File: config.mk
export PLATFORM = sky130hd
export DESIGN_NAME = cnms_ram
export DESIGN_NICKNAME = d
export VERILOG_FILES = /design/src/sv/count_non_multiples_sieve_macros.svh /design/src/sv/cnms_ram.sv
export SDC_FILE = /design/constraint.sdc
export NUM_CORES = 1
export LEC_CHECK = 0
export BUFFER_PORTS_ARGS = -buffer_cell sky130_fd_sc_hd__buf_4
export CAP_MARGIN = 20
export CORE_UTILIZATION = 39
export CTS_CLUSTER_SIZE = 28
export DETAILED_ROUTE_END_ITERATION = 16
export GPL_ROUTABILITY_DRIVEN = 0
export GPL_TIMING_DRIVEN = 1
export MAX_ROUTING_LAYER = met4
export PLACE_DENSITY_LB_ADDON = 0.2
export RECOVER_POWER = 25
export SLEW_MARGIN = 0
export SYNTH_ARGS = -nofsm -noshare
export SYNTH_HDL_FRONTEND = slang
export SYNTH_SLANG_ARGS = --single-unit
File: constraint.sdc
create_clock -name i_clk -period 3.4 [get_ports i_clk]
set_input_delay 0.17 -clock i_clk [delete_from_list [all_inputs] [get_ports i_clk]]
set_output_delay 0.17 -clock i_clk [all_outputs]
set_load 0.02 [all_outputs]
File: src/sv/count_non_multiples_sieve_macros.svh
// Assertion macros used by the sieve block to check itself.
`ifndef COUNT_NON_MULTIPLES_SIEVE_MACROS_SVH
`define COUNT_NON_MULTIPLES_SIEVE_MACROS_SVH

// The consequent must hold in the same cycle as the antecedent.
`define CNMS_ASSERT_SAME(label, clk, rst_n, ante, cons) \
    label: assert property (@(posedge clk) disable iff (!(rst_n)) (ante) |-> (cons)) \
        else $error("cnms assertion failed");

// The consequent must hold in the cycle after the antecedent.
`define CNMS_ASSERT_NEXT(label, clk, rst_n, ante, cons) \
    label: assert property (@(posedge clk) disable iff (!(rst_n)) (ante) |=> (cons)) \
        else $error("cnms assertion failed");

`endif

File: src/sv/cnms_ram.sv
`default_nettype none
module cnms_ram #(
    parameter int WIDTH = 1,
    parameter int DEPTH = 1024
) (
    input  wire logic                     i_clk,
    input  wire logic                     i_we,
    input  wire logic [$clog2(DEPTH)-1:0] i_waddr,
    input  wire logic [WIDTH-1:0]         i_wdata,
    input  wire logic [$clog2(DEPTH)-1:0] i_raddr,
    output      logic [WIDTH-1:0]         o_rdata
);

    logic [WIDTH-1:0] r_mem [DEPTH];
    logic [WIDTH-1:0] r_rdata;

    always_ff @(posedge i_clk) begin
        if (i_we) begin
            r_mem[i_waddr] <= i_wdata;
        end
        r_rdata <= r_mem[i_raddr];
    end

    assign o_rdata = r_rdata;

endmodule
`default_nettype wire

; ---- Word level (Yosys, flattened, before mapping)
; Memory sizes are Yosys's and may differ from the RTL's. A register that Yosys moved wholly into a read port is not among the register bits.
; Cells that the tools add are included.
; Widths: inputs -> output; s select.
[op_classes]
n_mux = 2
[op_table]
columns = cell, n
row1 = $mux 1, 2
[totals]
regBits = 0
ram_bits = 1024
in_bits = 23
output_inout_bits = 1
wordCells = 3
memories = 1
[mem_list]
columns = name, words, word_bits, rd, rd_clocked_by_memory_dff, wr, line
row1 = r_mem, 1024, 1, 1, 1, 1, cnms_ram.sv:14  ; logic [WIDTH-1:0] r_mem [DEPTH];

; ---- Depth between registers and ports, before layout
; Gate-level depths: netlist (run 1).
[depth]
ltp_word = 2
depth_mapped = 15
mapped_depth_nobuf = 8

; ---- Least setup slack after synthesis (run 1)
; OpenSTA, ideal clock, no wires.
[synth_path]
kind = in2reg
startpoint = input port i_raddr[0]
endpoint = register r_rdata, in the netlist o_rdata (read register of r_mem)
arrival_ns = 2.307
required_ns = 3.263
path_slack_ns = 0.956
path_stages = 10
path_buffers = 4
path_cell_list = buf_6 buf_12 buf_12 buf_2 mux4_2 mux4_2 a211oi_1 nor2_1 o311ai_1 o2111ai_1
[synth_lines]
columns = element, line
row1 = start: declaration, cnms_ram.sv:10  ; input wire logic [$clog2(DEPTH)-1:0] i_raddr,
row2 = end: declaration, cnms_ram.sv:15  ; logic [WIDTH-1:0] r_rdata;

==> key figures, run 1 <==
Timing
  • Final critical delay including setup and external delays: 2.66 ns
  • Clock Skews: 0.0188 ns
  • Final-report max-slew violation count: 0
  • Slew of the pin with the lowest slew margin: 1.46 ns
  • Max Fclk: 376 MHz
  • Final period util: 78.3%
  • Worst slew margin relative to its limit: 2.66%
  • RSZ-0062 raised after global routing: no
  • Setup-failing EPs final: 0
  • Final Hold Violating Endpoints: 0
  • Summed negative setup slack over all endpoints: 0 ns

CTS
  • Post-CTS setup buffer count: 0
  • Level count of the clock H-tree: 3
  • Buffer levels on the longest clock path: 3
  • Number of gates resized after CTS: 0
  • Clock slew seen by the registers of the worst setup and hold paths: 0.06 ns
  • Skew-Pair Late Insertion Delay: 0.69 ns
  • Clock tree root driver cell: sky130_fd_sc_hd__clkbuf_16
  • Clock sink count: 1,025
  • Count of hold-fix buffers inserted at cts: 9
  • CTS tree: done
  • Number of buffers added by the clock tree synthesis step: 106

Power and ir drop
  • Share of total power in the clock network: 42.5%
  • Final Total Pwr: 0.0268 W
  • Switching power summed over all nets: 0.00584 W
  • Worst vdd ir: 459 uV
  • Sequential share of power: 52.0%
  • Share of total power in combinational logic: 5.5%
  • Leakage dissipation: 15.0 nW
  • Power density normalized to cell area: 533 nW/um^2
  • Internal portion of total power: 0.0209 W
  • Switching power share of the total: 21.8%

Routing
  • DRT iter0 DRCs: 3,092
  • Number of remaining DRC errors: 0
  • Final antenna-violating net count: 0
  • DR pass1 iterations: 7
  • Overall routed net length: 132,000 um
  • DR vias/cell: 5.82
  • Routed wirelength normalized by instance count: 28.2 um
  • Total number of vias: 27,200

Setup path
  • Ordered list of cells on the worst path: mux4_2, mux4_2, mux2i_1, o21ai_0, nor2_1, nor3_1, nor4_1, o2111ai_1
  • Slowest library cell on the worst path: sky130_fd_sc_hd__mux4_2
  • Delay-heaviest family, CP: multiplexers
  • Worst path bufs/invs: 0
  • Crit path capture type: flip-flop
  • CP arrival: 3.22 ns
  • Element type at the critical path start: flip-flop
  • Crit-path most repeated cell: sky130_fd_sc_hd__mux4_2
  • Startpoint-to-endpoint class of the critical path: flip-flop to flip-flop
  • Crit Path Max Fanout: 2
  • Required time of the critical path: 3.96 ns
  • Delay of the slowest cell on the worst path: 0.50 ns

Synth
  • Sequential-to-total area share from yosys stat: 68.9%
  • Synthesized netlist cell count: 3,112
  • Number of synthesized register bits: 1,025
  • Top flip-flop cell by instance count after synthesis: sky130_fd_sc_hd__edfxtp_1
  • Async SR Flop Fraction: 0%
  • Per-instance average area after synthesis: 14.3 sq um
  • Combined area of all synthesized cells: 44,700 sq um
  • Distinct cell type count after synthesis: 56
  • Number of warnings printed during yosys synthesis: 0
  • Syn nets: 3,135
  • Count of flip-flops with a built-in enable after synthesis: 1,024

Placement
  • Input/output buffers: 23
  • Placed cells: 4,478
  • Detail Placement HPWL: 69,900 um

Job
  • Total of max-cap violations: 0

Min path
  • Tightest Hold Check Type: input pin to flip-flop

Final layout
  • Layout-stage area growth over the synthesis result: 12.5%
  • Layout fillers: 10,200
  • Non-filler instance count after layout: 4,680
  • FF/Latch Area: 30,800 sq um
  • Fraction of layout instances using a drive strength above 1: 17.3%
  • # nets final: 3,119
  • Footprint of the multi-input gates: 12,600 sq um
  • End-of-flow core utilization: 44.5%

GRT
  • Number of antenna violations at the first check in global routing: 4
  • Total routing resource utilization after global routing: 23.4%
  • Vias in the first global route: 27,400
  • Maximum number of pins on one net before global-route repair: 227
  • Global-route wire length before repair: 190,000 um
  • Total overflow reported by the global router: 0

Floorplanning
  • Die Height: 340 um
  • Starting utilization of the core area: 39.5%
  • Boundary Pins: 24
  • Die span in x: 340 um
  • Die area: 116,000 sq um
  • Floorplan core area: 113,000 sq um
  • Cell Rows: 123

Outcome
  • Outcome: finished, final reports clean
[state kept, by name, indices dropped and copies added (netlist names)]
signal,flops
r_mem,1024
o_rdata,1
[cell type report]
type                            count  share of cell area, %
Clock inverter                     67                   1.12
Antenna cell                        2                0.00996
Sequential cell                  1025                   61.2
Inverter                            6                 0.0448
Multi-Input combinational cell   1778                   25.0
Tap cell                         1500                   3.74
Timing Repair Buffer              179                   3.30
Clock buffer                      123                   5.53
[cell families (layout without fill, tap and decap cells)]
family,Yosys count,after routing,share of synthesized area [%]
simple gates,1260,1260,11.2
other cells,0,2,0
flops,1025,1025,68.9
buf+inv,309,375,3.30
mux,340,340,13.7
compound gates,178,178,2.83
[metrics by stage]
stage	hold WS, ns	instance area [sq um]	worst slack (ns)
global placement	0.504	46800	0.179
floorplan	0.269	44700	0.956
detailed placement	0.508	46800	0.234
CTS	0.120	50200	0.759
finish	0.179	50200	0.738
global route	0.171	50200	0.568
[worst register-to-register path: stages, from the launching register on]
cell	delay [ns]
sky130_fd_sc_hd__edfxtp_1	0.37
sky130_fd_sc_hd__mux4_2	0.47
sky130_fd_sc_hd__mux4_2	0.50
sky130_fd_sc_hd__mux2i_1	0.36
sky130_fd_sc_hd__o21ai_0	0.15
sky130_fd_sc_hd__nor2_1	0.14
sky130_fd_sc_hd__nor3_1	0.08
sky130_fd_sc_hd__nor4_1	0.31
sky130_fd_sc_hd__o2111ai_1	0.14
[final timing paths]
check        startpoint       to  slack (ns)  cells past startpoint
max reg2reg  r_mem[278]  o_rdata        0.74                      8
max          r_mem[278]  o_rdata        0.74                      8
min          i_raddr[7]  o_rdata        0.18                      4
min reg2reg  r_mem[930]  o_rdata        1.20                      7
[power by group through the flow]
stage	clock network, W	registers [W]	logic, W
final	0.0114	0.0139	0.00146
after global routing	0.0120	0.0139	0.00154
after CTS	0.0115	0.0139	0.00147
after detailed placement	0	0.0142	0.00146
after global placement	0	0.0142	0.00144
after floorplan	0	0.0142	0.000804
[cell usage after synthesis, drive strengths merged (28+ instances only)]
cell	instances	area share [%]
nor2	1036	8.7
edfxtp	1024	69
mux4	214	11
clkbuf	189	1.6
mux2i	123	2.8
buf	114	1.6
nand2	86	0.72
o221ai	49	0.96
a21oi	37	0.41
nand3	37	0.41
nor3	37	0.41
o22ai	28	0.39
[routing by layer]
layer | track usage [%] | vias to the layer above | share of wire [%]
li1 | - | 11500 | -
met1 | 30.6 | 14400 | 41
met2 | 38.0 | 1126 | 49
met3 | 2.96 | 243 | 7.0
met4 | 7.53 | 0 | 3.1
met5 | - | - | 0
[cells in the final DEF, fill, tap and decap left out, types with 13 or more instances in the layout]
| cell type | count |
|---|---|
| sky130_fd_sc_hd__nand3_2 | 24 |
| sky130_fd_sc_hd__buf_4 | 135 |
| sky130_fd_sc_hd__clkbuf_16 | 109 |
| sky130_fd_sc_hd__mux4_1 | 14 |
| sky130_fd_sc_hd__o22ai_1 | 28 |
| sky130_fd_sc_hd__edfxtp_1 | 1024 |
| sky130_fd_sc_hd__nor3_1 | 37 |
| sky130_fd_sc_hd__clkinv_1 | 31 |
| sky130_fd_sc_hd__nor2_1 | 1036 |
| sky130_fd_sc_hd__buf_12 | 23 |
| sky130_fd_sc_hd__nand2_1 | 80 |
| sky130_fd_sc_hd__nand3_1 | 13 |
| sky130_fd_sc_hd__mux2i_1 | 123 |
| sky130_fd_sc_hd__clkbuf_1 | 21 |
| sky130_fd_sc_hd__a21oi_1 | 37 |
| sky130_fd_sc_hd__mux4_2 | 200 |
| sky130_fd_sc_hd__a22oi_1 | 17 |
| sky130_fd_sc_hd__clkinv_2 | 23 |
| sky130_fd_sc_hd__o221ai_1 | 49 |
Note: power is estimated with default switching activity, not from simulation.
==> run 2: changes to the inputs <==
ABC_AREA = 1   (was unset)
clock period = 2.4 ns   (was 3.4 ns; I/O delays follow)
==> run 2 against run 1 <==
The flow now finishes with violations (max-capacitance violations, max-slew violations). Sequential share of layout area decreased by 2.2 points. Area after synthesis increased by 3.9%. Sequential power up 42%. Synthesized cell count grew 50%. Wire length grew 11%. Sequential cell count did not move. Clock power increased by 41%. Critical path depth grew 5. Final cell count grew 33%. Utilization fell by 0.31 points. Register-to-register slack worse by 0.60 ns. Clock-buffer cell count up 24.
==> key figures, run 2 <==
Timing
  • Final-report max-slew violation count: 255
  • Slew of the pin with the lowest slew margin: 1.62 ns
  • Setup-failing EPs final: 0
  • Final Hold Violating Endpoints: 0
  • Summed negative setup slack over all endpoints: 0 ns
  • Worst slew margin relative to its limit: -7.85%
  • Worst Slack Setup Final: 0.134 ns
  • Max Fclk: 441 MHz
  • RSZ-0062 raised after global routing: no
  • Final critical delay including setup and external delays: 2.27 ns
  • Final period util: 94.4%
  • Clock Skews: 0.0261 ns
  • Hold WS: 0.0404 ns

Routing
  • Final antenna-violating net count: 0
  • DR pass1 iterations: 5
  • Overall routed net length: 147,000 um
  • Total number of vias: 34,400
  • DR vias/cell: 5.53
  • Routed wirelength normalized by instance count: 23.7 um
  • Number of remaining DRC errors: 0
  • DRT iter0 DRCs: 4,166

Synth
  • Number of synthesized register bits: 1,025
  • Top cell type by total area after synthesis: sky130_fd_sc_hd__edfxtp_1
  • Cells taking the most area after synthesis: sky130_fd_sc_hd__edfxtp_1, sky130_fd_sc_hd__nand3_1, sky130_fd_sc_hd__nand2_1
  • Async SR Flop Fraction: 0%
  • Per-instance average area after synthesis: 9.91 sq um
  • Distinct cell type count after synthesis: 17
  • Dominant cell by count in the synthesized netlist: sky130_fd_sc_hd__nand2_1
  • Top flip-flop cell by instance count after synthesis: sky130_fd_sc_hd__edfxtp_1
  • Sequential-to-total area share from yosys stat: 66.3%
  • Share of the synthesized area in the top cell type: 66.3%
  • Synthesized netlist cell count: 4,679
  • Count of flip-flops with a built-in enable after synthesis: 1,024
  • Syn nets: 4,702
  • Number of warnings printed during yosys synthesis: 0
  • Combined area of all synthesized cells: 46,400 sq um
  • Ranking of synthesized cells by instance count: sky130_fd_sc_hd__nand2_1, sky130_fd_sc_hd__nor2_1, sky130_fd_sc_hd__edfxtp_1

CTS
  • Buffer levels on the longest clock path: 3
  • Clock sink count: 1,025
  • Clock slew seen by the registers of the worst setup and hold paths: 0.06 ns
  • Clock tree root driver cell: sky130_fd_sc_hd__clkbuf_16
  • Skew-Pair Late Insertion Delay: 0.71 ns
  • Level count of the clock H-tree: 3
  • Number of buffers added by the clock tree synthesis step: 109
  • CTS tree: done

Min path
  • Tightest Hold Check Type: input pin to flip-flop

Floorplanning
  • Floorplan core area: 118,000 sq um
  • Die area: 120,000 sq um
  • Cell Rows: 126
  • Die Height: 347 um
  • Starting utilization of the core area: 39.3%
  • Die span in x: 347 um
  • Boundary Pins: 24

Final layout
  • Footprint of the multi-input gates: 13,400 sq um
  • Commonest non-fill, non-tap cells in the layout: sky130_fd_sc_hd__nand2_1, sky130_fd_sc_hd__nor2_1, sky130_fd_sc_hd__edfxtp_1
  • Layout fillers: 11,400
  • End-of-flow core utilization: 44.2%
  • Layout-stage area growth over the synthesis result: 12.3%
  • FF/Latch Area: 30,800 sq um
  • Fraction of layout instances using a drive strength above 1: 8.10%
  • # nets final: 4,614
  • Number of flip-flops under the largest register name: 1,024
  • Largest register by flop count: r_mem
  • Leading cell type in the layout, fill and taps excluded: sky130_fd_sc_hd__nand2_1

GRT
  • Global-route wire length before repair: 216,000 um
  • Number of antenna violations at the first check in global routing: 3
  • Maximum number of pins on one net before global-route repair: 148
  • Total overflow reported by the global router: 0
  • Vias in the first global route: 32,600
  • Total routing resource utilization after global routing: 25.0%

Setup path
  • Required time of the critical path: 3.01 ns
  • Element type at the critical path start: flip-flop
  • CP arrival: 2.87 ns
  • Register-to-register path setup slack: 0.13 ns
  • Crit path capture type: flip-flop
  • Crit Path Max Fanout: 1
  • Startpoint-to-endpoint class of the critical path: flip-flop to flip-flop

Outcome
  • Outcome: finished with violations
  • Failing checks: max-capacitance violations, max-slew violations

Power and ir drop
  • Worst vdd ir: 694 uV
  • Power density normalized to cell area: 738 nW/um^2
  • Leakage dissipation: 17.2 nW

Placement
  • Input/output buffers: 23
  • Worst setup timing slack at the placement stage: 0.134 ns
  • Detail Placement HPWL: 74,000 um

Job
  • Total of max-cap violations: 3
==> run 2: changes by cell type in the layout (fill, tap and decap cells not counted), moves of 41 or more <==
cell | previous run | this run
sky130_fd_sc_hd__nand3_1 | 13 | 1016
sky130_fd_sc_hd__o221ai_1 | 49 | 0
sky130_fd_sc_hd__buf_12 | 23 | 64
sky130_fd_sc_hd__mux4_2 | 200 | 0
sky130_fd_sc_hd__mux2i_1 | 123 | 0
sky130_fd_sc_hd__nand2_1 | 80 | 1079
==> run 2: path summary, 6_finish.rpt <==
check                                   to       start  cells past startpoint
worst max-delay path               o_rdata  r_mem[551]                     13
worst min-delay path            r_mem[702]  i_waddr[0]                      6
worst max register to register     o_rdata  r_mem[551]                     13
worst min register to register     o_rdata  r_mem[232]                     12
==> run 2: critical path: stages, from the launching register on <==
cell and delay, ns:
sky130_fd_sc_hd__edfxtp_1 0.36, sky130_fd_sc_hd__nand2_1 0.07, sky130_fd_sc_hd__nand3_1 0.08, sky130_fd_sc_hd__nand3_1 0.10, sky130_fd_sc_hd__nand3_1 0.12, sky130_fd_sc_hd__nand3_1 0.11, sky130_fd_sc_hd__nand3_1 0.13, sky130_fd_sc_hd__nand3_1 0.21
sky130_fd_sc_hd__nand2_2 0.16, sky130_fd_sc_hd__nand2_1 0.09, sky130_fd_sc_hd__nand3_1 0.07, sky130_fd_sc_hd__nand3_1 0.06, sky130_fd_sc_hd__dlygate4sd3_1 0.55, sky130_fd_sc_hd__nand2_1 0.05
==> run 2: metrics by stage <==
stage	power, W	cell area [sq um]	cells
after floorplan	0.0215	46400	4679
after global placement	0.0226	48700	6007
after detailed placement	0.0226	48700	6007
after CTS	0.0387	52200	6216
after global routing	0.0395	52100	6217
final	0.0384	52100	6217
==> run 2: metal layers <==
layer | part of all wire (%) | global-route usage, %
met5 | 0 | -
met4 | 2.8 | 6.98
met1 | 42 | 33.4
met2 | 47 | 39.3
met3 | 8.0 | 3.95
==> run 2: cell type report <==
cell class	count	area share (%)
Sequential cell	1025	59.1
Multi-Input combinational cell	3196	25.8
Clock buffer	147	5.71
Timing Repair Buffer	213	4.64
Tap cell	1536	3.69
Clock inverter	53	0.723
Inverter	46	0.389
Antenna cell	1	0.00481
==> run 2: cell families (layout without fill, tap and decap cells) <==
kind of cell | count (synthesis) | in the layout | share of synthesized area (%)
buffers and inverters | 458 | 459 | 4.94
flip-flops | 1025 | 1025 | 66.3
other | 0 | 1 | 0
AND/OR/NAND/NOR | 3196 | 3196 | 28.7
==> run 2: repair_timing <==
item                                    4_1_cts  5_1_grt
resized for setup                             0        3
endpoints found under the hold margin        29        0
hold buffers                                  9        0
endpoints found under the setup margin        0        1
buffers inserted                              0        0
==> run 2: power by group <==
group	internal [W]	switching (W)
logic	0.000695	0.00187
registers	0.0197	0.00000751
clock network	0.00906	0.00708
total	0.0295	0.00896
