### src/sv/count_non_multiples_sieve_macros.svh
// Assertion macros used by the sieve block to check itself.
`ifndef COUNT_NON_MULTIPLES_SIEVE_MACROS_SVH
`define COUNT_NON_MULTIPLES_SIEVE_MACROS_SVH

// The consequent must hold in the same cycle as the antecedent.
`define CNMS_ASSERT_SAME(label, clk, rst_n, ante, cons) \
    label: assert property (@(posedge clk) disable iff (!(rst_n)) (ante) |-> (cons)) \
        else $error("cnms assertion failed");

// The consequent must hold in the cycle after the antecedent.
`define CNMS_ASSERT_NEXT(label, clk, rst_n, ante, cons) \
    label: assert property (@(posedge clk) disable iff (!(rst_n)) (ante) |=> (cons)) \
        else $error("cnms assertion failed");

`endif

### src/sv/cnms_pkg.sv
`default_nettype none
package cnms_pkg;

    localparam int DW  = 21;
    localparam int KW  = DW + 1;
    localparam int PAW = 3;
    localparam int PDW = 32;

    localparam logic [0:0]    REG_UPPER_LIMIT   = 1'b0;
    localparam logic [DW-1:0] UPPER_LIMIT_RESET = DW'(1);

    typedef struct packed {
        logic [DW-1:0] upper_limit;
    } t_cfg;

endpackage
`default_nettype wire

### src/sv/cnms_regs.sv
`default_nettype none
module cnms_regs (
    input  wire logic                      i_clk,
    input  wire logic                      i_rst_n,
    input  wire logic                      psel,
    input  wire logic                      penable,
    input  wire logic                      pwrite,
    input  wire logic [cnms_pkg::PAW-1:0]  paddr,
    input  wire logic [cnms_pkg::PDW-1:0]  pwdata,
    output      logic [cnms_pkg::PDW-1:0]  prdata,
    output      logic                      pready,
    output      cnms_pkg::t_cfg            o_cfg
);
    import cnms_pkg::*;

    t_cfg r_cfg;
    logic w_sel_limit;
    logic w_write;

    assign pready      = 1'b1;
    assign w_sel_limit = (paddr[PAW-1:PAW-1] == REG_UPPER_LIMIT);
    assign w_write     = psel && penable && pwrite && pready;

    always_ff @(posedge i_clk) begin
        if (!i_rst_n) begin
            r_cfg.upper_limit <= UPPER_LIMIT_RESET;
        end else if (w_write && w_sel_limit) begin
            r_cfg.upper_limit <= pwdata[DW-1:0];
        end
    end

    assign prdata = w_sel_limit ? PDW'(r_cfg.upper_limit) : '0;
    assign o_cfg  = r_cfg;

endmodule
`default_nettype wire
### config.mk
export PLATFORM = sky130hd
export DESIGN_NAME = cnms_regs
export DESIGN_NICKNAME = d
export VERILOG_FILES = /design/src/sv/count_non_multiples_sieve_macros.svh /design/src/sv/cnms_pkg.sv /design/src/sv/cnms_regs.sv
export SDC_FILE = /design/constraint.sdc
export NUM_CORES = 1
export LEC_CHECK = 0
export BUFFER_PORTS_ARGS = -buffer_cell sky130_fd_sc_hd__buf_2
export CAP_MARGIN = 20
export CORE_ASPECT_RATIO = 0.7
export CORE_MARGIN = 4
export CORE_UTILIZATION = 39
export CTS_BUF_LIST = sky130_fd_sc_hd__clkbuf_8
export DETAILED_ROUTE_END_ITERATION = 10
export PLACE_DENSITY = 0.82
export SYNTH_ARGS = -nofsm -noshare
export SYNTH_HDL_FRONTEND = slang
export SYNTH_SLANG_ARGS = --single-unit
### constraint.sdc
create_clock -name i_clk -period 1.1 [get_ports i_clk]
set_input_delay 0.055 -clock i_clk [delete_from_list [all_inputs] [get_ports i_clk]]
set_output_delay 0.055 -clock i_clk [all_outputs]
set_load 0.01 [all_outputs]
# == After elaboration in Yosys (flattened, before gate mapping) ==
# Cells that the tools add are included.
# classes
n_lt_le_gt_ge,0
n_reduce_logical,3
eq_ne,0
addsub,0
multipliers,0
shifts,0
n_div,0
muxes,1
bitwise_logic,1
# op_table
op,n
$mux W21,1
$logic_and A1 B1 Y1,3
$not A1 Y1,1
# word_totals
out_inout_bits,54
input_bits,40
latch_bits,0
register_bits,21
ram_bits,0
romBits,0
memories,0

# == Logic depth before layout (Yosys ltp) ==
# Gate-level depths: netlist (run 1).
# logic_depth
depth_word,3
ltp_mapped,4
depth_no_buf,2

# == Worst setup path before layout (run 1) ==
# No wires, ideal clock.
# synth_timing
path_kind,in2reg
startpoint,input port paddr[2] in the netlist's numbering
endpoint,register r_cfg (netlist bit o_cfg[0])
setup_slack_ns,0.321
required_ns,1.028
cell_stages,4
arrival_time_ns,0.708
setup_time_ns,0.072
path_cell_list,and4b_1 > buf_6 > buf_6 > mux2i_1
# synth_between
elab_chain_len,2
# synth_lines
item,line,rtl
from (decl),cnms_regs.sv:8,"input wire logic [cnms_pkg::PAW-1:0] paddr,"
$not A1 Y1,cnms_regs.sv:21,assign w_sel_limit = (paddr[PAW-1:PAW-1] == REG_UPPER_LIMIT);
$logic_and A1 B1 Y1,cnms_regs.sv:27,end else if (w_write && w_sel_limit) begin
to (decl),cnms_regs.sv:16,t_cfg r_cfg;
# No other way between the ends.
# A chain may end at the register's enable or synchronous reset.

# == Worst setup path after layout (run 1) ==
# layout_timing
startpoint,register r_cfg (netlist bit o_cfg[16])
endpoint,output port prdata[16] in the netlist's numbering
# layout_between
elab_chain_len,1
# layout_lines
item,line,rtl
$mux W21,cnms_regs.sv:32,assign prdata = w_sel_limit ? PDW'(r_cfg.upper_limit) : '0;
to (decl),cnms_regs.sv:10,"output logic [cnms_pkg::PDW-1:0] prdata,"
# No other way between the ends.

==> results by group, run 1 <==
Critical path
  • Setup crit end kind: output pin
  • CP arrival: slightly below 0.9 ns
  • Internal reg-to-reg setup slack: approximately 0.5 ns
  • Crit path kind: reg -> out
  • Worst path required time: between 1 and 1.5 ns
  • Crit-path max FO: 3
  • Startpoint types: flop

Clocking
  • TritonCTS buffer count: 3
  • CTS tree: built
  • # resized after CTS: 0
  • # hold bufs at CTS: 0
  • H-Tree Level Count: 1
  • Clock Pin Slew Worst Setup and Hold Paths: about 0.08 ns
  • Clk buf depth: 2
  • Clk sink count: 21
  • Clk root buf: clkbuf_8
  • Clock Latency Late Sink: 0.25 ns
  • Post-CTS Setup Bufs: 0

Cells and area
  • Share of cells above drive strength 1: 38.9%
  • Max reg flops: 21
  • Layout area overhead: 33.1%
  • # nets final: approximately 230
  • # fillers: 261
  • Antenna cell count: 0

Global route
  • Largest net degree at the start of global routing: 31
  • Aggregate global-route resource usage: 13.4%
  • Vias in the first global route: 913
  • Initial antenna violation count: 0
  • First-pass GRT wire length: approximately 4000 um
  • Global route total overflow: 0

STA
  • Hold Vio Cnt, Final: 0
  • Setup_tns: 0 ns
  • Crit path time final: ~0.93 ns
  • Final setup fails: 0
  • RSZ-0062 raised after global routing: false
  • Final period utilization: a little over four fifths
  • Final Skew: 0 ns
  • Pins Over Slew Limit: 0
  • Max Clock Freq: between 1000 and 1500 MHz

Synthesis
  • Synth Warn #: 0
  • Syn Area/Cell: 8.42 sq um
  • Synth Cell Area: approximately 0.0011 sq mm
  • Seq/Total Area, Yosys: ~38%
  • Ranking of synthesized cells by area: dfxtp_1 38%, mux2i_1 19%, nand2_1 14%, nor2b_1 13%, buf_4 8.2%
  • Distinct cell type count after synthesis: 11
  • #FFs+latches synth: 21
  • Post-synth top area cell: dfxtp_1
  • Syn Inst Count: 130
  • Yosys top cell area share: 38.4%

Power
  • P per Cell Area: around 1000 mW/mm^2
  • VDD IR max: just under 800 uV
  • Total power: about 1.5 mW
  • Leak Pwr: between 0.7 and 0.8 nW

Job
  • Max_cap viols: 0

Route
  • Antenna-violating nets left: 0
  • Drc violations: 0
  • WL final: approximately 2400 um
  • Initial DRC Count: between 40 and 50
  • Vias: between 900 and 1000
  • Vias per std cell: approximately 4.3
  • Drt wl/cell: between 10 and 15 um
  • DR pass1 iterations: 3

Status
  • Status: completed

Die
  • Starting Density: between 40% and 50%
  • Die area: 0.00373 sq mm
  • I/O pin cnt: 94
  • Core footprint: between 0.002 and 0.003 sq mm
  • Row count: 15
  • Die height: around 52 um
  • Die X-Extent: 71.3 um

Placement
  • PortBufs: between 60 and 70
  • Final GP Congestion: 0.706

Min path
  • Worst Hold Class: in -> reg
worst paths after layout:
check / start / to / depth (start not counted)
worst max-delay path: o_cfg[16] / prdata[16] / 2
worst min-delay path: pwdata[15] / o_cfg[15] / 3
worst max register to register: o_cfg[0] / o_cfg[0] / 2
worst min register to register: o_cfg[5] / o_cfg[5] / 2
synth_stat cells:
cell       n
nor2b_1   22
mux2i_1   21
nand2_1   40
clkbuf_1   6
buf_6      3
and2b_1    1
conb_1     2
buf_4     12
dfxtp_1   21
and4b_1    1
buf_2      1
where the power goes:
group,total (mW),switching [mW],internal [mW]
combinational,0.208,0.114,0.0944
clock,0.490,0.238,0.252
sequential,0.787,0.0103,0.777
total,1.48,0.362,1.12
cells in the final DEF (no fill, tap or decap):
cell type and n:
buf_2 68, nand2_1 40, nor2b_1 22, mux2i_1 21, dfxtp_1 21, conb_1 12, clkbuf_8 3, buf_12 2
and4b_1 1, and2b_1 1, clkinv_2 1, buf_4 1
worst max-delay path, stage by stage (launching register included):
cell,delay (ns)
dfxtp_1,0.35
nor2b_1,0.13
buf_2,0.13
per-stage QoR:
step | hold WS [ns] | utilization, % | cell area [sq um] | std cells | setup slack, ns
after floorplan | 0.197 | - | 1130 | 140 | 0.321
after global placement | 0.305 | 54.9 | 1410 | 223 | 0.178
after detailed placement | 0.307 | 54.9 | 1410 | 223 | 0.167
after CTS | 0.0255 | 56.7 | 1460 | 227 | 0.150
after global routing | 0.0275 | 56.7 | 1460 | 227 | 0.0695
final | 0.0350 | 56.7 | 1460 | 227 | 0.171
logic make-up (layout without fill, tap and decap cells):
kind of cell,Yosys count,in the layout,share of synthesized area [%]
buffers and inverters,22,75,13.8
flip-flops,21,21,38.4
multiplexers,21,21,19.2
other,2,12,0.686
AND/OR/NAND/NOR,64,64,27.9
layout make-up:
cell class / instances / area (sq um) / area share (%)
tap: 34 / 42.5 / 2.92
clock inverter: 1 / 5.00 / 0.343
sequential: 21 / 420 / 28.8
timing repair buffer: 71 / 388 / 26.6
clock buffer: 3 / 41.3 / 2.83
multi-input combinational: 97 / 561 / 38.5
metal layers:
metal / vias to the layer above / global-route usage [%] / share of wire, % / wire length (um)
met5: - / 0 / 0 / 0
met4: 0 / 3.75 / 0.83 / 20
met3: 2 / 4.41 / 8.5 / 205
met2: 36 / 24.7 / 49 / 1190
met1: 428 / 14.7 / 41 / 991
li1: 505 / - / - / -
Power figures use the tool's default switching activity.
==> inputs of run 2 (changes only) <==
CORE_UTILIZATION = 35   (was 39)
PLACE_DENSITY = 0.78   (was 0.82)
clock period = 0.8 ns   (was 1.1 ns; I/O delays follow)
==> results by group, run 2 (same netlist as run 1, synthesis figures left out) <==
Placement
  • Post-DP HPWL: about 1900 um
  • Post-DP Area: 0.00142 sq mm (was 0.00141 sq mm)
  • Placed Cells: 226 (was 223)
  • PortBufs: 68 (unchanged)
  • Final GP Congestion: 0.675 (was 0.706)

Route
  • Initial DRC Count: 21 (was 45)
  • Drc violations: 0 (unchanged)
  • Vias: 1026 (was 971)
  • Drt wl/cell: 11.6 um (was 10.6 um)
  • WL final: 2830 um (was 2410 um)
  • DR pass1 iterations: 2 (was 3)
  • Antenna-violating nets left: 0 (unchanged)
  • Vias per std cell: 4.20 (was 4.28)

Critical path
  • CP Cell Sequence: nor2b_2, buf_2 (was nor2b_1, buf_2)
  • Startpoint types: flop (unchanged)
  • R2R Path Start: o_cfg[13] (was o_cfg[0])
  • Crit path max-delay family: flip-flops (unchanged)
  • CP max stage cell: dfxtp_2 (was dfxtp_1)
  • Worst path required time: 0.76 ns (was 1.04 ns)
  • CP arrival: 0.87 ns (about the same)
  • Crit path kind: reg -> out (unchanged)
  • Worst path max stage delay: 0.33 ns (was 0.35 ns)
  • Critical path launch point: o_cfg[13] (was o_cfg[16])
  • Setup crit end kind: output pin (unchanged)
  • Crit-path max FO: 2 (was 3)
  • Crit path buf inv count: 1 (unchanged)
  • Internal reg-to-reg setup slack: 0.04 ns (was 0.51 ns)

Cells and area
  • Layout area overhead: 59.8% (was 33.1%)
  • Final core utilization: 60.3% (was 56.7%)
  • Most frequent cells in the layout: 56 x buf_2, 39 x nand2_1, 21 x mux2i_1, 21 x dfxtp_2, 17 x buf_6 (was 68 x buf_2, 40 x nand2_1, 22 x nor2b_1)
  • Share of cells above drive strength 1: 57.2% (was 38.9%)
  • Most common cell after layout, fill and taps aside: buf_2 (unchanged)
  • # nets final: 249 (was 234)
  • Max reg flops: 21 (unchanged)
  • Antenna cell count: 0 (unchanged)
  • Non-filler instance count after layout: 244 (was 227)
  • Layout Cell Area excl Fill: 0.00175 sq mm (was 0.00146 sq mm)

Die
  • Die X-Extent: 74.8 um (was 71.3 um)
  • Die area: 0.00410 sq mm (was 0.00373 sq mm)
  • Die height: 54.8 um (was 52.3 um)
  • Core footprint: 0.00290 sq mm (was 0.00257 sq mm)
  • I/O pin cnt: 94 (unchanged)
  • Row count: 16 (was 15)
  • Starting Density: 37.7% (was 42.6%)

Clocking
  • TritonCTS buffer count: 3 (unchanged)
  • CTS tree: built (unchanged)
  • Clock Latency Late Sink: 0.25 ns (about the same)
  • H-Tree Level Count: 1 (unchanged)
  • Clk root buf: clkbuf_8 (unchanged)
  • # hold bufs at CTS: 0 (unchanged)
  • Clk sink count: 21 (unchanged)
  • Clock Pin Slew Worst Setup and Hold Paths: 0.07 ns (was 0.08 ns)
  • Clk buf depth: 2 (unchanged)

Power
  • Leak Pwr: 0.873 nW (was 0.756 nW)
  • VDD IR max: 757 uV (was 769 uV)
  • P per Cell Area: 1210 mW/mm^2 (was 1020 mW/mm^2)
  • Total power: 2.11 mW (was 1.48 mW)

STA
  • RSZ-0062 raised after global routing: true (was false)
  • Final setup fails: 27 (was 0)
  • Final Skew: 0 ns (unchanged)
  • Crit path time final: about 0.9 ns
  • Setup ws final: -0.108 ns (was 0.171 ns)
  • Pins Over Slew Limit: 0 (unchanged)
  • Final period utilization: 113%
  • Max Clock Freq: between 1000 and 1500 MHz
  • Hold Vio Cnt, Final: 0 (unchanged)

Min path
  • Worst Hold Class: in -> reg (unchanged)
  • Hold Crit Start: pwdata[4] (was pwdata[15])

Status
  • Failing checks: setup timing
  • Status: finished, violations left (was completed)

Job
  • Max_cap viols: 0 (unchanged)

Global route
  • Vias in the first global route: 899 (was 913)
  • Aggregate global-route resource usage: 12.6% (was 13.4%)
  • Largest net degree at the start of global routing: 25 (was 31)
  • First-pass GRT wire length: 3900 um (was 3980 um)
  • Initial antenna violation count: 0 (unchanged)
  • Global route total overflow: 0 (unchanged)
[run 2: cell types whose count changed in the layout (fill, tap and decap cells not counted), sizes merged]
cell    previous run  this run
buf               71        86
clkinv             1         0
inv                0         1
[run 2: worst register-to-register path: stages (launching register included)]
cell and delay, ns:
dfxtp_2 0.33, buf_6 0.11, buf_4 0.12, nand2_2 0.04, mux2i_1 0.05
[run 2: final cells by class]
| type | count | area (sq um) |
|---|---|---|
| clock buffer | 3 | 41.3 |
| multi-input combinational | 97 | 618 |
| timing repair buffer | 86 | 594 |
| tap | 36 | 45.0 |
| clock inverter | 1 | 3.75 |
| sequential | 21 | 447 |
| fill | 261 | 1150 |
[run 2: worst paths after layout]
path / end / cells past startpoint
hold / removal: o_cfg[4] / 3
setup / recovery: prdata[13] / 2
hold reg to reg: o_cfg[15] / 2
setup reg to reg: o_cfg[13] / 4
[run 2: timing repair]
item,in CTS,in global routing
setup endpoints to repair,27,27
gates resized for setup,29,20
buffers inserted,6,8
[run 2: routing by layer]
metal	track usage (%)	vias up	part of all wire, %
met2	23.1	43	50
met4	0.888	0	0.25
met5	0	-	0
met3	5.32	2	9.1
met1	14.3	444	41
li1	-	537	-
[run 2: report_power, final]
part	internal, mW	switching [mW]	leakage (nW)
registers	1.07	0.0158	0.179
clock network	0.341	0.326	0.0269
logic	0.175	0.181	0.667
total	1.59	0.523	0.873
[run 2: metrics by stage]
stage          setup slack (ns)  TNS, ns  hold WS, ns
2_1_floorplan            0.0358        0        0.182
3_3_place_gp            -0.0985    -1.98        0.290
3_5_place_dp             -0.154    -2.41        0.293
4_1_cts                  -0.104    -2.08      0.00596
5_1_grt                  -0.145    -3.22      0.00821
6_report                 -0.108    -1.99       0.0123
==> inputs of run 3 (changes only) <==
ABC_AREA = 1   (was unset)
CORE_UTILIZATION = 36   (was 35)
==> results by group, run 3 <==
Min path
  • Worst Hold Class: in -> reg (unchanged)
  • Hold Crit Start: pwdata[5] (was pwdata[4])
  • Hold depth: 5 (was 3)
  • Hold path endpoint: o_cfg[5] (was o_cfg[4])

Cells and area
  • Most frequent cells in the layout: 63 x buf_2, 59 x nor2_1, 26 x inv_1 (was 56 x buf_2, 39 x nand2_1, 21 x mux2i_1, 21 x dfxtp_2, 17 x buf_6)
  • Antenna cell count: 0 (unchanged)
  • Max reg flops: 21 (unchanged)
  • # nets final: 311 (was 249)
  • Layout Cell Area excl Fill: 0.00168 sq mm (was 0.00175 sq mm)
  • Non-filler instance count after layout: 306 (was 244)
  • Share of cells above drive strength 1: 47.0% (was 57.2%)
  • Final core utilization: 57.0% (was 60.3%)
  • Most common cell after layout, fill and taps aside: buf_2 (unchanged)
  • Layout area overhead: 43.5% (was 59.8%)

Route
  • Vias: 1239 (was 1026)
  • Initial DRC Count: 38 (was 21)
  • Drc violations: 0 (unchanged)
  • Vias per std cell: 4.05 (was 4.20)
  • Antenna-violating nets left: 0 (unchanged)
  • Drt wl/cell: 9.39 um (was 11.6 um)
  • WL final: 2870 um (was 2830 um)
  • DR pass1 iterations: 4 (was 2)

Synthesis
  • Synth Cell Area: 0.00117 sq mm (was 0.00109 sq mm)
  • EDFF count, synth: 0 (unchanged)
  • Distinct cell type count after synthesis: 13 (was 11)
  • Top_reg_cell synth: dfxtp_1 (unchanged)
  • Post-synth top cells: 62 x nor2_1, 43 x inv_1, 23 x nand2_1, 21 x dfxtp_1, 21 x nand3_1 (was 40 x nand2_1, 22 x nor2b_1, 21 x dfxtp_1, 21 x mux2i_1, 12 x buf_4)
  • #FFs+latches synth: 21 (unchanged)
  • Seq/Total Area, Yosys: 36.0% (was 38.4%)
  • Count leader, synth: nor2_1 (was nand2_1)
  • Synth Warn #: 0 (unchanged)
  • FFs w/ async S/R, synth: 0% (unchanged)
  • Ranking of synthesized cells by area: dfxtp_1 36%, nor2_1 20%, inv_1 14%, buf_4 9.0%, nand3_1 9.0% (was dfxtp_1 38%, mux2i_1 19%, nand2_1 14%, nor2b_1 13%, buf_4 8.2%)
  • Syn Area/Cell: 5.93 sq um (was 8.42 sq um)
  • Yosys top cell area share: 36.0% (was 38.4%)
  • Syn Inst Count: 197 (was 130)
  • Post-synth top area cell: dfxtp_1 (unchanged)

Global route
  • Initial antenna violation count: 0 (unchanged)
  • Vias in the first global route: 1064 (was 899)
  • Largest net degree at the start of global routing: 23 (was 25)
  • Global route total overflow: 0 (unchanged)
  • Aggregate global-route resource usage: 13.2% (was 12.6%)
  • First-pass GRT wire length: 4770 um (was 3900 um)

Die
  • Starting Density: 39.7% (was 37.7%)
  • Die X-Extent: 76.1 um (was 74.8 um)
  • Row count: 16 (unchanged)
  • Die height: 55.7 um (was 54.8 um)
  • Die area: 0.00424 sq mm (was 0.00410 sq mm)
  • I/O pin cnt: 94 (unchanged)
  • Core footprint: 0.00294 sq mm (was 0.00290 sq mm)

Clocking
  • Clock Pin Slew Worst Setup and Hold Paths: 0.08 ns (was 0.07 ns)
  • Clk sink count: 21 (unchanged)
  • Clk buf depth: 2 (unchanged)
  • H-Tree Level Count: 1 (unchanged)
  • Clk root buf: clkbuf_8 (unchanged)
  • CTS tree: built (unchanged)
  • TritonCTS buffer count: 3 (unchanged)
  • Clock Latency Late Sink: 0.25 ns (about the same)

Critical path
  • Worst path required time: 0.76 ns (about the same)
  • Reg-to-reg endpoint: o_cfg[0] (was o_cfg[13])
  • R2R depth: 4 (unchanged)
  • Startpoint types: flop (unchanged)
  • CP arrival: 0.85 ns (was 0.87 ns)
  • Crit-path max FO: 3 (was 2)
  • Internal reg-to-reg setup slack: -0.04 ns (was 0.04 ns)
  • R2R Path Start: o_cfg[0] (was o_cfg[13])
  • Crit path kind: reg -> out (unchanged)
  • Setup crit end kind: output pin (unchanged)

STA
  • Hold Worst Slack: 0.0886 ns (was 0.0123 ns)
  • Final period utilization: 112% (was 113%)
  • RSZ-0062 raised after global routing: true (unchanged)
  • Crit path time final: 0.893 ns (was 0.908 ns)
  • Hold Vio Cnt, Final: 0 (unchanged)
  • Final setup fails: 23 (was 27)
  • Pins Over Slew Limit: 0 (unchanged)
  • Final Skew: 0 ns (unchanged)
  • Setup ws final: -0.0928 ns (was -0.108 ns)
  • Max Clock Freq: 1120 MHz (was 1100 MHz)

Placement
  • Final GP Congestion: 0.741 (was 0.675)
  • Post-DP HPWL: 2210 um (was 1900 um)
  • PortBufs: 68 (unchanged)
  • Placed Cells: 295 (was 226)
  • Place WS: -0.374 ns (was -0.154 ns)
  • Post-DP Area: 0.00150 sq mm (was 0.00142 sq mm)

Job
  • Max_cap viols: 0 (unchanged)

Power
  • VDD IR max: 838 uV (was 757 uV)
  • P per Cell Area: 1330 mW/mm^2 (was 1210 mW/mm^2)
  • Leak Pwr: 0.983 nW (was 0.873 nW)

Status
  • Failing checks: setup timing (unchanged)
  • Status: finished, violations left (unchanged)
[run 3: cell type report]
class | instances | area [sq um]
inverter | 44 | 165
fill | 291 | 1270
multi-input combinational | 120 | 493
clock buffer | 3 | 41.3
timing repair buffer | 81 | 475
sequential | 21 | 452
clock inverter | 1 | 5.00
tap | 36 | 45.0
[run 3: power breakdown]
group	leakage, nW	switching (mW)	internal (mW)
clock	0.0255	0.333	0.346
combinational	0.778	0.243	0.189
sequential	0.180	0.0317	1.08
[run 3: stage by stage]
step | total power, mW | setup TNS (ns)
floorplan | 1.41 | 0
global placement | 1.52 | -6.61
detailed placement | 1.53 | -7.50
CTS | 2.23 | -1.73
global route | 2.36 | -4.53
finish | 2.23 | -1.60
[run 3: cells by family (layout without fill, tap and decap cells)]
family | count (synthesis) | count (layout) | synth area share (%)
buf+inv | 66 | 129 | 26.1
simple gates | 107 | 107 | 36.8
compound gates | 1 | 1 | 0.428
other cells | 2 | 12 | 0.643
flops | 21 | 21 | 36.0
[run 3: worst max path at each step]
stage / from / end / slack, ns / cells after the start
finish: o_cfg[0] / prdata[0] / -0.09 / 3
global route: o_cfg[0] / prdata[0] / -0.16 / 3
CTS: o_cfg[0] / prdata[0] / -0.11 / 3
detailed placement: pwrite / o_cfg[7] / -0.37 / 5
global placement: pwrite / o_cfg[0] / -0.33 / 5
floorplan: o_cfg[10] / prdata[10] / 0.18 / 2
[run 3: repair_timing]
action	in CTS	in global routing
endpoints found under the hold margin	1	0
setup buffers	3	3
hold buffers	1	0
setup endpoints to repair	52	49
pin swaps	0	3
gates resized for setup	26	24
[run 3: worst max-delay path: stages, from the launching register on]
cell	delay [ns]
dfxtp_2	0.34
inv_1	0.04
nor2_1	0.08
buf_2	0.14
[run 3: per-layer routing]
layer | GRT usage (%) | vias to the layer above | part of all wire, %
met4 | 2.99 | 0 | 0.94
met2 | 22.6 | 39 | 47
met5 | 0 | - | 0
met1 | 16.0 | 517 | 44
met3 | 4.53 | 2 | 7.4
li1 | - | 681 | -
